`src/sv/rmta_pkg.sv`:
```
// shared widths, codes, types and arithmetic helpers for the trend average filter
package rmta_pkg;

    localparam int SAMPLE_W        = 32;
    localparam int DATA_W          = 48;
    localparam int PERIOD_W        = 16;
    localparam int WEIGHT_BITS     = 16;
    localparam int WEIGHT_W        = WEIGHT_BITS + 1;
    localparam int PROD_W          = DATA_W + WEIGHT_W + 1;
    localparam int SUM_W           = PROD_W - WEIGHT_BITS;
    localparam int CFG_INDEX_W     = 2;
    localparam int CFG_DATA_W      = WEIGHT_W;
    localparam int COUNT_WIDTH_DEF = 16;

    localparam logic [CFG_INDEX_W-1:0] REG_PERIOD = CFG_INDEX_W'(0);
    localparam logic [CFG_INDEX_W-1:0] REG_BETA   = CFG_INDEX_W'(1);

    localparam logic [PERIOD_W-1:0] PERIOD_RESET = PERIOD_W'(1);
    localparam logic [WEIGHT_W-1:0] BETA_RESET   = WEIGHT_W'(32768);
    localparam logic [WEIGHT_W-1:0] WEIGHT_ONE   = WEIGHT_W'(1) << WEIGHT_BITS;
    localparam logic [PROD_W-1:0]   ROUND_HALF   = PROD_W'(1) << (WEIGHT_BITS - 1);

    typedef enum logic {
        W_BETA,
        W_ALPHA
    } t_wsel;

    typedef enum logic [1:0] {
        OP_X,
        OP_B,
        OP_AVG,
        OP_D
    } t_osel;

    typedef struct packed {
        logic  x_load;
        logic  mul_en;
        t_wsel wsel;
        t_osel osel;
        logic  acc_load;
        logic  nb_load;
        logic  d_load;
        logic  d_seed;
        logic  b_load;
        logic  avg_load;
        logic  out_load;
    } t_dp_cmd;

    // round half up, then floor shift by the weight fraction bits
    function automatic logic signed [SUM_W-1:0] round_w(input logic signed [PROD_W-1:0] v);
        logic [PROD_W-1:0] t;
        t = v + ROUND_HALF;
        return $signed(t[PROD_W-1:WEIGHT_BITS]);
    endfunction

    function automatic logic signed [DATA_W-1:0] sat48(input logic signed [SUM_W-1:0] v);
        logic [SUM_W-DATA_W:0] top;
        top = v[SUM_W-1:DATA_W-1];
        if ((&top) || !(|top)) begin
            return v[DATA_W-1:0];
        end else if (v[SUM_W-1]) begin
            return {1'b1, {(DATA_W-1){1'b0}}};
        end else begin
            return {1'b0, {(DATA_W-1){1'b1}}};
        end
    endfunction

endpackage

```
`src/sv/rmta_dp.sv`:
```
// datapath: shared weight multiplier, accumulator, filter state and output register
module rmta_dp
    import rmta_pkg::*;
(
    input  logic                       i_clk,
    input  t_dp_cmd                    i_cmd,
    input  logic signed [SAMPLE_W-1:0] i_sample,
    input  logic [WEIGHT_W-1:0]        i_beta,
    output logic signed [DATA_W-1:0]   o_result
);

    logic signed [SAMPLE_W-1:0] r_x;
    logic signed [DATA_W-1:0]   r_b;
    logic signed [DATA_W-1:0]   r_avg;
    logic signed [DATA_W-1:0]   r_nb;
    logic signed [DATA_W-1:0]   r_d;
    logic signed [DATA_W-1:0]   r_out;
    logic signed [PROD_W-1:0]   r_prod;
    logic signed [PROD_W-1:0]   r_acc;

    logic [WEIGHT_W-1:0]        w_beta;
    logic [WEIGHT_W-1:0]        w_alpha;
    logic signed [WEIGHT_W:0]   mul_a;
    logic signed [DATA_W-1:0]   mul_b;
    logic signed [SUM_W-1:0]    x_ext;
    logic signed [SUM_W-1:0]    d_sub;
    logic signed [SUM_W-1:0]    nb_sum;
    logic signed [SUM_W-1:0]    d_sum;
    logic signed [SUM_W-1:0]    avg_rnd;
    logic signed [PROD_W-1:0]   blend_sum;

    always_comb begin
        w_beta  = (i_beta > WEIGHT_ONE) ? WEIGHT_ONE : i_beta;
        w_alpha = WEIGHT_ONE - w_beta;
        mul_a   = $signed({1'b0, (i_cmd.wsel == W_ALPHA) ? w_alpha : w_beta});
        case (i_cmd.osel)
            OP_X:    mul_b = {{(DATA_W-SAMPLE_W){r_x[SAMPLE_W-1]}}, r_x};
            OP_B:    mul_b = r_b;
            OP_AVG:  mul_b = r_avg;
            OP_D:    mul_b = r_d;
            default: mul_b = r_d;
        endcase
        x_ext     = {{(SUM_W-SAMPLE_W){r_x[SAMPLE_W-1]}}, r_x};
        d_sub     = i_cmd.d_seed ? '0 : {{(SUM_W-DATA_W){r_b[DATA_W-1]}}, r_b};
        nb_sum    = round_w(r_prod) + x_ext;
        d_sum     = x_ext + {{(SUM_W-DATA_W){r_nb[DATA_W-1]}}, r_nb} - d_sub;
        blend_sum = r_acc + r_prod;
        avg_rnd   = round_w(blend_sum);
    end

    always_ff @(posedge i_clk) begin
        if (i_cmd.x_load) begin
            r_x <= i_sample;
        end
        if (i_cmd.mul_en) begin
            r_prod <= mul_a * mul_b;
        end
        if (i_cmd.acc_load) begin
            r_acc <= r_prod;
        end
        if (i_cmd.nb_load) begin
            r_nb <= sat48(nb_sum);
        end
        if (i_cmd.d_load) begin
            r_d <= sat48(d_sum);
        end
        if (i_cmd.b_load) begin
            r_b <= r_nb;
        end
        if (i_cmd.avg_load) begin
            r_avg <= avg_rnd[DATA_W-1:0];
        end
        if (i_cmd.out_load) begin
            r_out <= r_avg;
        end
    end

    assign o_result = r_out;

endmodule

```
`src/sv/rmta_ctrl.sv`:
```
// controller: sequences seed and update steps, tracks warm-up and output valid
module rmta_ctrl
    import rmta_pkg::*;
#(
    parameter int COUNT_WIDTH = COUNT_WIDTH_DEF
) (
    input  logic                i_clk,
    input  logic                i_rst_n,
    input  logic                i_in_valid,
    input  logic                i_restart,
    output logic                o_in_ready,
    output logic                o_out_valid,
    input  logic                i_out_ready,
    input  logic [PERIOD_W-1:0] i_period,
    output t_dp_cmd             o_cmd
);

    localparam int CMP_W = (COUNT_WIDTH > PERIOD_W) ? COUNT_WIDTH : PERIOD_W;

    typedef enum logic [3:0] {
        ST_IDLE,
        ST_S1,
        ST_S2,
        ST_S3,
        ST_S4,
        ST_S5,
        ST_U1,
        ST_U2,
        ST_U3,
        ST_U4,
        ST_U5,
        ST_OUT
    } t_state;

    t_state                 r_state;
    logic [COUNT_WIDTH-1:0] r_count;
    logic                   r_seeded;
    logic                   r_emit;
    logic                   r_out_valid;

    logic [PERIOD_W-1:0]    per_m1;
    logic                   warm_done;
    logic                   out_free;

    always_comb begin
        per_m1    = (i_period == '0) ? '0 : i_period - PERIOD_W'(1);
        warm_done = CMP_W'(r_count) >= CMP_W'(per_m1);
        out_free  = !r_out_valid || i_out_ready;
    end

    always_comb begin
        o_cmd          = '0;
        o_cmd.wsel     = W_BETA;
        o_cmd.osel     = OP_X;
        case (r_state)
            ST_IDLE: o_cmd.x_load = i_in_valid;
            ST_S1: begin
                o_cmd.mul_en = 1'b1;
                o_cmd.osel   = OP_X;
            end
            ST_S2: begin
                o_cmd.nb_load  = 1'b1;
                o_cmd.acc_load = 1'b1;
            end
            ST_S3: begin
                o_cmd.b_load = 1'b1;
                o_cmd.d_load = 1'b1;
                o_cmd.d_seed = 1'b1;
            end
            ST_S4: begin
                o_cmd.mul_en = 1'b1;
                o_cmd.wsel   = W_ALPHA;
                o_cmd.osel   = OP_D;
            end
            ST_S5: o_cmd.avg_load = 1'b1;
            ST_U1: begin
                o_cmd.mul_en = 1'b1;
                o_cmd.osel   = OP_B;
            end
            ST_U2: begin
                o_cmd.nb_load = 1'b1;
                o_cmd.mul_en  = 1'b1;
                o_cmd.osel    = OP_AVG;
            end
            ST_U3: begin
                o_cmd.acc_load = 1'b1;
                o_cmd.d_load   = 1'b1;
            end
            ST_U4: begin
                o_cmd.mul_en = 1'b1;
                o_cmd.wsel   = W_ALPHA;
                o_cmd.osel   = OP_D;
                o_cmd.b_load = 1'b1;
            end
            ST_U5:   o_cmd.avg_load = 1'b1;
            ST_OUT:  o_cmd.out_load = out_free;
            default: o_cmd.x_load   = 1'b0;
        endcase
    end

    always_ff @(posedge i_clk) begin
        if (!i_rst_n) begin
            r_state     <= ST_IDLE;
            r_count     <= '0;
            r_seeded    <= 1'b0;
            r_emit      <= 1'b0;
            r_out_valid <= 1'b0;
        end else begin
            if ((r_state == ST_OUT) && out_free) begin
                r_out_valid <= 1'b1;
            end else if (i_out_ready) begin
                r_out_valid <= 1'b0;
            end
            case (r_state)
                ST_IDLE: begin
                    if (i_in_valid) begin
                        if (i_restart || !r_seeded) begin
                            r_seeded <= 1'b1;
                            r_count  <= COUNT_WIDTH'(1);
                            r_emit   <= (per_m1 == '0);
                            r_state  <= ST_S1;
                        end else begin
                            r_emit <= warm_done;
                            if (r_count != '1) begin
                                r_count <= r_count + COUNT_WIDTH'(1);
                            end
                            r_state <= ST_U1;
                        end
                    end
                end
                ST_S1: r_state <= ST_S2;
                ST_S2: r_state <= ST_S3;
                ST_S3: r_state <= ST_S4;
                ST_S4: r_state <= ST_S5;
                ST_S5: r_state <= r_emit ? ST_U1 : ST_IDLE;
                ST_U1: r_state <= ST_U2;
                ST_U2: r_state <= ST_U3;
                ST_U3: r_state <= ST_U4;
                ST_U4: r_state <= ST_U5;
                ST_U5: r_state <= r_emit ? ST_OUT : ST_IDLE;
                ST_OUT: begin
                    if (out_free) begin
                        r_state <= ST_IDLE;
                    end
                end
                default: r_state <= ST_IDLE;
            endcase
        end
    end

    assign o_in_ready  = (r_state == ST_IDLE);
    assign o_out_valid = r_out_valid;

endmodule

```
`src/sv/recursive_moving_trend_average.sv`:
```
// top level: recursive moving trend average filter with configuration registers
//
// usage: one price sample per input transaction on the s side; tdata holds the
// signed sample with 16 fraction bits, tuser the restart flag that seeds a new
// series. each sample past warm-up gives one output transaction on the m side
// carrying the 48-bit trend average, truncated from the rounded blend.
// configuration: i_cfg_we with i_cfg_index 0 writes period, 1 writes beta;
// other indexes are ignored. write only while idle.
// sequencing: a seed sample runs steps S1 to S5 before the next sample is
// accepted; an updating sample runs U1 to U5, and then OUT when it gives a
// result, which OUT loads into the output register; a seed with period 1 runs
// S1 to S5, then U1 to U5 and OUT. the steps are set by the dependent multiplies
// going through one shared 18x48 multiplier.
// reset: the filter is unseeded, period is 1, beta is one half.
// stall: the output register holds a result while the receiver stalls; the
// next sample is still accepted and worked on, and its result waits until the
// held one has been taken.
module recursive_moving_trend_average
    import rmta_pkg::*;
#(
    parameter int COUNT_WIDTH = COUNT_WIDTH_DEF
) (
    input  logic                   i_clk,
    input  logic                   i_rst_n,
    input  logic                   i_s_tvalid,
    output logic                   o_s_tready,
    input  logic [SAMPLE_W-1:0]    i_s_tdata,   // [31:0] sample
    input  logic                   i_s_tuser,   // [0] restart
    output logic                   o_m_tvalid,
    input  logic                   i_m_tready,
    output logic [DATA_W-1:0]      o_m_tdata,   // [47:0] trend_average
    input  logic                   i_cfg_we,
    input  logic [CFG_INDEX_W-1:0] i_cfg_index,
    input  logic [CFG_DATA_W-1:0]  i_cfg_data
);

    logic [PERIOD_W-1:0]      r_period;
    logic [WEIGHT_W-1:0]      r_beta;
    t_dp_cmd                  dp_cmd;
    logic signed [DATA_W-1:0] result;

    always_ff @(posedge i_clk) begin
        if (!i_rst_n) begin
            r_period <= PERIOD_RESET;
            r_beta   <= BETA_RESET;
        end else if (i_cfg_we) begin
            case (i_cfg_index)
                REG_PERIOD: r_period <= i_cfg_data[PERIOD_W-1:0];
                REG_BETA:   r_beta   <= i_cfg_data[WEIGHT_W-1:0];
                default:    r_period <= r_period;
            endcase
        end
    end

    rmta_ctrl #(
        .COUNT_WIDTH (COUNT_WIDTH)
    ) u_ctrl (
        .i_clk       (i_clk),
        .i_rst_n     (i_rst_n),
        .i_in_valid  (i_s_tvalid),
        .i_restart   (i_s_tuser),
        .o_in_ready  (o_s_tready),
        .o_out_valid (o_m_tvalid),
        .i_out_ready (i_m_tready),
        .i_period    (r_period),
        .o_cmd       (dp_cmd)
    );

    rmta_dp u_dp (
        .i_clk    (i_clk),
        .i_cmd    (dp_cmd),
        .i_sample ($signed(i_s_tdata)),
        .i_beta   (r_beta),
        .o_result (result)
    );

    assign o_m_tdata = result;

endmodule
```
`config.mk`:
```
export PLATFORM = sky130hd
export DESIGN_NAME = recursive_moving_trend_average
export DESIGN_NICKNAME = d
export VERILOG_FILES = /design/src/sv/rmta_pkg.sv /design/src/sv/rmta_dp.sv /design/src/sv/rmta_ctrl.sv /design/src/sv/recursive_moving_trend_average.sv
export SDC_FILE = /design/constraint.sdc
export NUM_CORES = 2
export LEC_CHECK = 0
export ABC_AREA = 1
export BUFFER_PORTS_ARGS = -buffer_cell sky130_fd_sc_hd__buf_2
export CORE_ASPECT_RATIO = 0.5
export CORE_MARGIN = 2
export CORE_UTILIZATION = 30
export DETAILED_ROUTE_END_ITERATION = 8
export HOLD_SLACK_MARGIN = 0.15
export MAX_ROUTING_LAYER = met4
export SYNTH_ARGS = -nofsm -noshare
export SYNTH_HDL_FRONTEND = slang
export SYNTH_HIERARCHICAL = 1
export SYNTH_SLANG_ARGS = --single-unit
```
`constraint.sdc`:
```
create_clock -name i_clk -period 12.8 [get_ports i_clk]
set_clock_uncertainty 0.15 [all_clocks]
set_input_delay 2.56 -clock i_clk [delete_from_list [all_inputs] [get_ports i_clk]]
set_output_delay 2.56 -clock i_clk [all_outputs]
set_load 0.1 [all_outputs]
```
# Word level (Yosys, flattened, before mapping)
# Index checks and enable logic that the tools add are counted.
# word_totals
in_bits,57
word_cells,109
n_memories,0
regBits,458
ram_bits,0
rom_bits,0
output_inout_bits,50
latchBits,0
# op_classes
add_sub_neg,9
n_lt_le_gt_ge,2
multipliers,1
mux,31
n_eq_ne,18
n_bitwise,0
shift,0
reduce_logical,33
n_div,0
# op_table
cell,count
$mux 48,4
$pmux 48 s4,1
$add 66x16->66 const B,1
$mul 18x48->66,1
$add 64x16->64 const B,1
$add 64x64->64,1
$add 50x32->50,1
$mux 50,1
$sub 50x50->50,1
$add 32x48->49,1
$mux 16,3
$pmux 4 s12,1
$mux 17,2
$logic_not 16->1,2
$gt 17x17->1 const B,1
$sub 17x17->17 const A,1
$add 16x1->16 const B,1
$eq 4x3->1 const B,4
$eq 4x4->1 const B,4
$ge 16x16->1,1
$ne 16x16->1 const B,1
$sub 16x1->16 const B,1
$mux 1,13
$mux 4,3
19 further kinds,43

# Longest topological paths before layout
# logic_depth
depth_word,8
ltp_mapped,45

# Hierarchy
# Netlist, hierarchy kept.
# by_module_without_submodules
module,n_inst,cells_each,area_each_um2
rmta_dp,1,7723,59935.0
rmta_ctrl,1,389,2392.3
recursive_moving_trend_average,1,212,1467.7

# Worst setup path after synthesis
# No wires, ideal clock.
# synth_timing
kind,register to register
startpoint,reg r_beta[9]
endpoint,"reg u_dp.r_prod[65], data pin"
synth_period_minus_slack_ns,7.246
required_time_ns,12.398
path_slack_ns,5.554
path_stages_with_launch,37
arrival_ns,6.843
setup_time_ns,0.252
cell_sequence,dfxtp_1 inv_1 nand3_1 nor2_1 nand2_1 nand2_2 buf_6 buf_6 buf_6 nand2_1 ha_1 nand2_1 inv_1 nand2_1 nand2_1 nand3_1 nand2_1 inv_2 buf_6 buf_6 nor2_1 fa_1 fa_1 fa_1 inv_1 fa_1 fa_1 inv_1 fa_1 ha_1 inv_1 nor3_1 nand2_1 nor4_1 nand2_1 nand3b_1 nand2_1
# synth_between
elab_chain_cells,5
# synth_rtl
item,line,text
start: declaration,recursive_moving_trend_average.sv:38,logic [WEIGHT_W-1:0] r_beta;
start signal: assignment,recursive_moving_trend_average.sv:49,REG_BETA: r_beta <= i_cfg_data[WEIGHT_W-1:0];
$gt 17x17->1,rmta_dp.sv:33,w_beta = (i_beta > WEIGHT_ONE) ? WEIGHT_ONE : i_beta;
$mux 17 *,rmta_dp.sv:33,
$sub 17x17->17,rmta_dp.sv:34,w_alpha = WEIGHT_ONE - w_beta;
$mux 17 *,rmta_dp.sv:35,"mul_a = $signed({1'b0, (i_cmd.wsel == W_ALPHA) ? w_alpha : w_beta});"
$mul 18x48->66 *,rmta_dp.sv:56,r_prod <= mul_a * mul_b;
end signal: assignment,rmta_dp.sv:56,
end: declaration,rmta_dp.sv:18,logic signed [PROD_W-1:0] r_prod;
# Mark *: on every way between the ends. The rest lies on a longest branch, timed or not.
# A chain may end at the register's enable or synchronous reset.

==> flow_summary.json <==
{
  "totalNegativeSetupSlack_ns": 0,
  "status": "complete, no violations",
  "end_kind": "flop",
  "io_buffers": 106,
  "setup_viol_count_final": 0,
  "gr-total-overflow": 0,
  "vias_per_cell": 5.01,
  "routabilityCongestion": 1.03,
  "reg2reg_from": "u_ctrl/r_state[0]$_SDFFE_PN0P_",
  "layout_commonest_cell": "nand2_1",
  "cts_hold_buf": 0,
  "yosysUniqueCellTypes": 68,
  "n_fill_cell": 22715,
  "synth_compound_area_frac": 0.0914,
  "rsz0062_at_grt": "false",
  "ys_seq_area_frac": 0.207,
  "wl_met1_mm": 115,
  "slowest_stage": "fa_1",
  "synthMuxAreaShare": 0,
  "synth_top_family_by_area": "adder cells",
  "post-route-period-util": 0.797,
  "drv_slew": 0,
  "wl_met2_mm": 112,
  "reg2reg_slack_ns": 2.60,
  "drcViolationCount": 0,
  "synth_top_cell_area_share": 0.240,
  "finalHoldViolCount": 0,
  "period_needed_ns": 10.20,
  "post_cts_buffers": 0,
  "grt_pass1_wl_mm": 371,
  "r2r_end": "u_dp/r_prod[65]$_DFFE_PP_",
  "dieArea_um2": 217000,
  "cts_max_level": 2,
  "cts_tree": "done",
  "synth_top_cell_by_area": "fa_1",
  "firstDrtPassIters": 6,
  "worstSetupStartpointType": "flop",
  "crit_path_frequent_cell": "nand2_1",
  "routedWlPerCell_um": 22.5,
  "core-area_um2": 211000,
  "yosys_warnings": 6,
  "drive_above_1_share": 0.0466,
  "synth_flop_cell": "edfxtp_1",
  "wl_met3_mm": 18.4,
  "via_count": 56366,
  "ys_async_sr_fraction": 0,
  "clkLatencyLatePin_ns": 0.70,
  "rows": 119,
  "slew_headroom": 0.237,
  "cts_sinks": 458,
  "nNetsFinal": 9625,
  "ioPinCount": 107,
  "synth_edf_count": 402,
  "grt_pass1_vias": 56181,
  "critPathKind": "reg -> reg",
  "clk_pin_slew_ns": 0.07,
  "clockBufferDepth": 3,
  "dp_hpwl_mm": 215,
  "layout_common_cells": "nand2_1 (2126), inv_1 (1594), nor2_1 (891), fa_1 (764), a21oi_1 (502)",
  "hold_class": "reg -> reg",
  "ys_ff_latch": 458,
  "worst_slew_pin_slew_ns": 1.15,
  "yosys.area_share.simple": 0.227,
  "syn_inst": 8324,
  "reg2regPathDepth": 28,
  "postCtsResizedCells": 0,
  "syn_avg_cell_area_um2": 7.66,
  "die_x_um": 656,
  "synth.cell_area_um2": 63800,
  "highest_layer": "met4",
  "area_delta_synth_final_pct": 8.64,
  "synth_area_leaders": "fa_1 (24%), edfxtp_1 (19%), nand2_1 (13%)",
  "routed_wl_mm": 253,
  "fmax_mhz": 98.1,
  "grt_start_max_net_pins": 58,
  "start_util": 0.302,
  "cts_buffers": 52,
  "holdCritStartpoint": "u_dp/r_nb[28]$_DFFE_PP_",
  "drtIter0Drc": 5309,
  "synth_nets": 9585,
  "cp_max_fo": 48,
  "max_stage_delay_ns": 1.00,
  "critPathArrivalTime_ns": 10.47,
  "path_buf_inv": 8,
  "track_usage": 0.238,
  "drv_cap": 0,
  "whs_path_depth": 0,
  "synth_xor_area_frac": 0.0353,
  "synth-adder-area-share": 0.326,
  "die_h_um": 330,
  "cts_root_buf": "clkbuf_16",
  "antenna_left": 0,
  "antenna_found_initial": 13,
  "crit_family": "adder cells",
  "critical_path_required_ns": 13.07,
  "hold_end": "u_dp/r_b[28]$_DFFE_PP_"
}
-- cells by family (layout without fill, tap and decap cells) --
group | count (synthesis) | in the layout
fa+ha+maj | 1204 | 1204
flops | 458 | 458
simple gates | 3571 | 3571
xor+xnor | 257 | 257
other cells | 0 | 8
buf+inv | 1811 | 1892
compound gates | 1023 | 1023
-- worst max path at each step --
stage                                    from                        end  slack, ns  cells after the start
2_1_floorplan          r_beta[9]$_SDFFE_PN0P_  u_dp/r_prod[65]$_DFFE_PP_       5.55                     36
3_3_place_gp   u_ctrl/r_state[0]$_SDFFE_PN0P_  u_dp/r_prod[65]$_DFFE_PP_       2.63                     28
3_5_place_dp   u_ctrl/r_state[0]$_SDFFE_PN0P_  u_dp/r_prod[65]$_DFFE_PP_       2.78                     29
4_1_cts        u_ctrl/r_state[0]$_SDFFE_PN0P_  u_dp/r_prod[65]$_DFFE_PP_       2.76                     29
5_1_grt        u_ctrl/r_state[0]$_SDFFE_PN0P_  u_dp/r_prod[57]$_DFFE_PP_       2.27                     32
6_report       u_ctrl/r_state[0]$_SDFFE_PN0P_  u_dp/r_prod[65]$_DFFE_PP_       2.60                     28
-- per-layer routing --
metal  global-route usage  vias to the layer above
li1                     -                    26115
met1                0.321                    27679
met2                0.368                     2203
met3               0.0347                      369
met4               0.0732                        0
met5                    -                        -
-- registers in the layout, indices dropped and copies added (netlist names) --
register            flops
r_beta                 17
r_period               16
u_ctrl/o_out_valid      1
u_ctrl/r_count         16
u_ctrl/r_emit           1
u_ctrl/r_seeded         1
u_ctrl/r_state          4
u_dp/o_result          48
u_dp/r_acc             64
u_dp/r_avg             48
u_dp/r_b               48
u_dp/r_d               48
u_dp/r_nb              48
u_dp/r_prod            66
u_dp/r_x               32
-- stage by stage --
stage          area [µm²]  std cells  utilization  hold WS (ns)  setup slack [ns]
2_1_floorplan       63800       8324            -         0.277              5.55
3_3_place_gp        67500      11153        0.320         0.288              2.63
3_5_place_dp        67500      11153        0.320         0.290              2.78
4_1_cts             69300      11248        0.328         0.306              2.76
5_1_grt             69300      11254        0.328         0.318              2.27
6_report            69300      11256        0.328         0.307              2.60
-- final cells by class --
class | instances | area, µm² | share of cell area
Timing Repair Buffer | 175 | 1050 | 0.0151
Inverter | 1622 | 6100 | 0.0880
Antenna cell | 8 | 20.0 | 0.000289
Multi-Input combinational cell | 6055 | 43600 | 0.629
Sequential cell | 458 | 13200 | 0.190
Clock inverter | 41 | 498 | 0.00719
Tap cell | 2843 | 3560 | 0.0513
Clock buffer | 54 | 1310 | 0.0189
-- synthesized netlist by cell type (4+ instances only) --
cell type / n
fa_1: 764
and3_1: 7
nand2_2: 13
ha_1: 440
o211ai_1: 9
xnor2_1: 59
nor2_4: 6
and2_1: 5
nand2_1: 2134
nand4_1: 87
nand3b_1: 15
inv_2: 15
o21ai_2: 9
clkbuf_1: 61
xor2_1: 198
nor2_1: 894
o21a_1: 12
a21o_1: 23
o21ai_1: 11
inv_1: 1595
buf_2: 67
o41ai_1: 4
o21ai_0: 258
clkinv_1: 9
o21bai_1: 61
a21boi_0: 14
a221oi_1: 38
nor3_2: 7
buf_1: 5
buf_6: 28
buf_4: 24
edfxtp_1: 402
nor3_1: 66
nand3_1: 286
nor4_1: 22
nor2_2: 8
a211oi_1: 6
a21oi_1: 502
dfxtp_1: 56
o31ai_1: 5
a31oi_1: 38
a21oi_2: 22
Power is left out: the tool's default activity adds up to more than one toggle a clock period on the data nets, which glitch-free logic cannot reach.
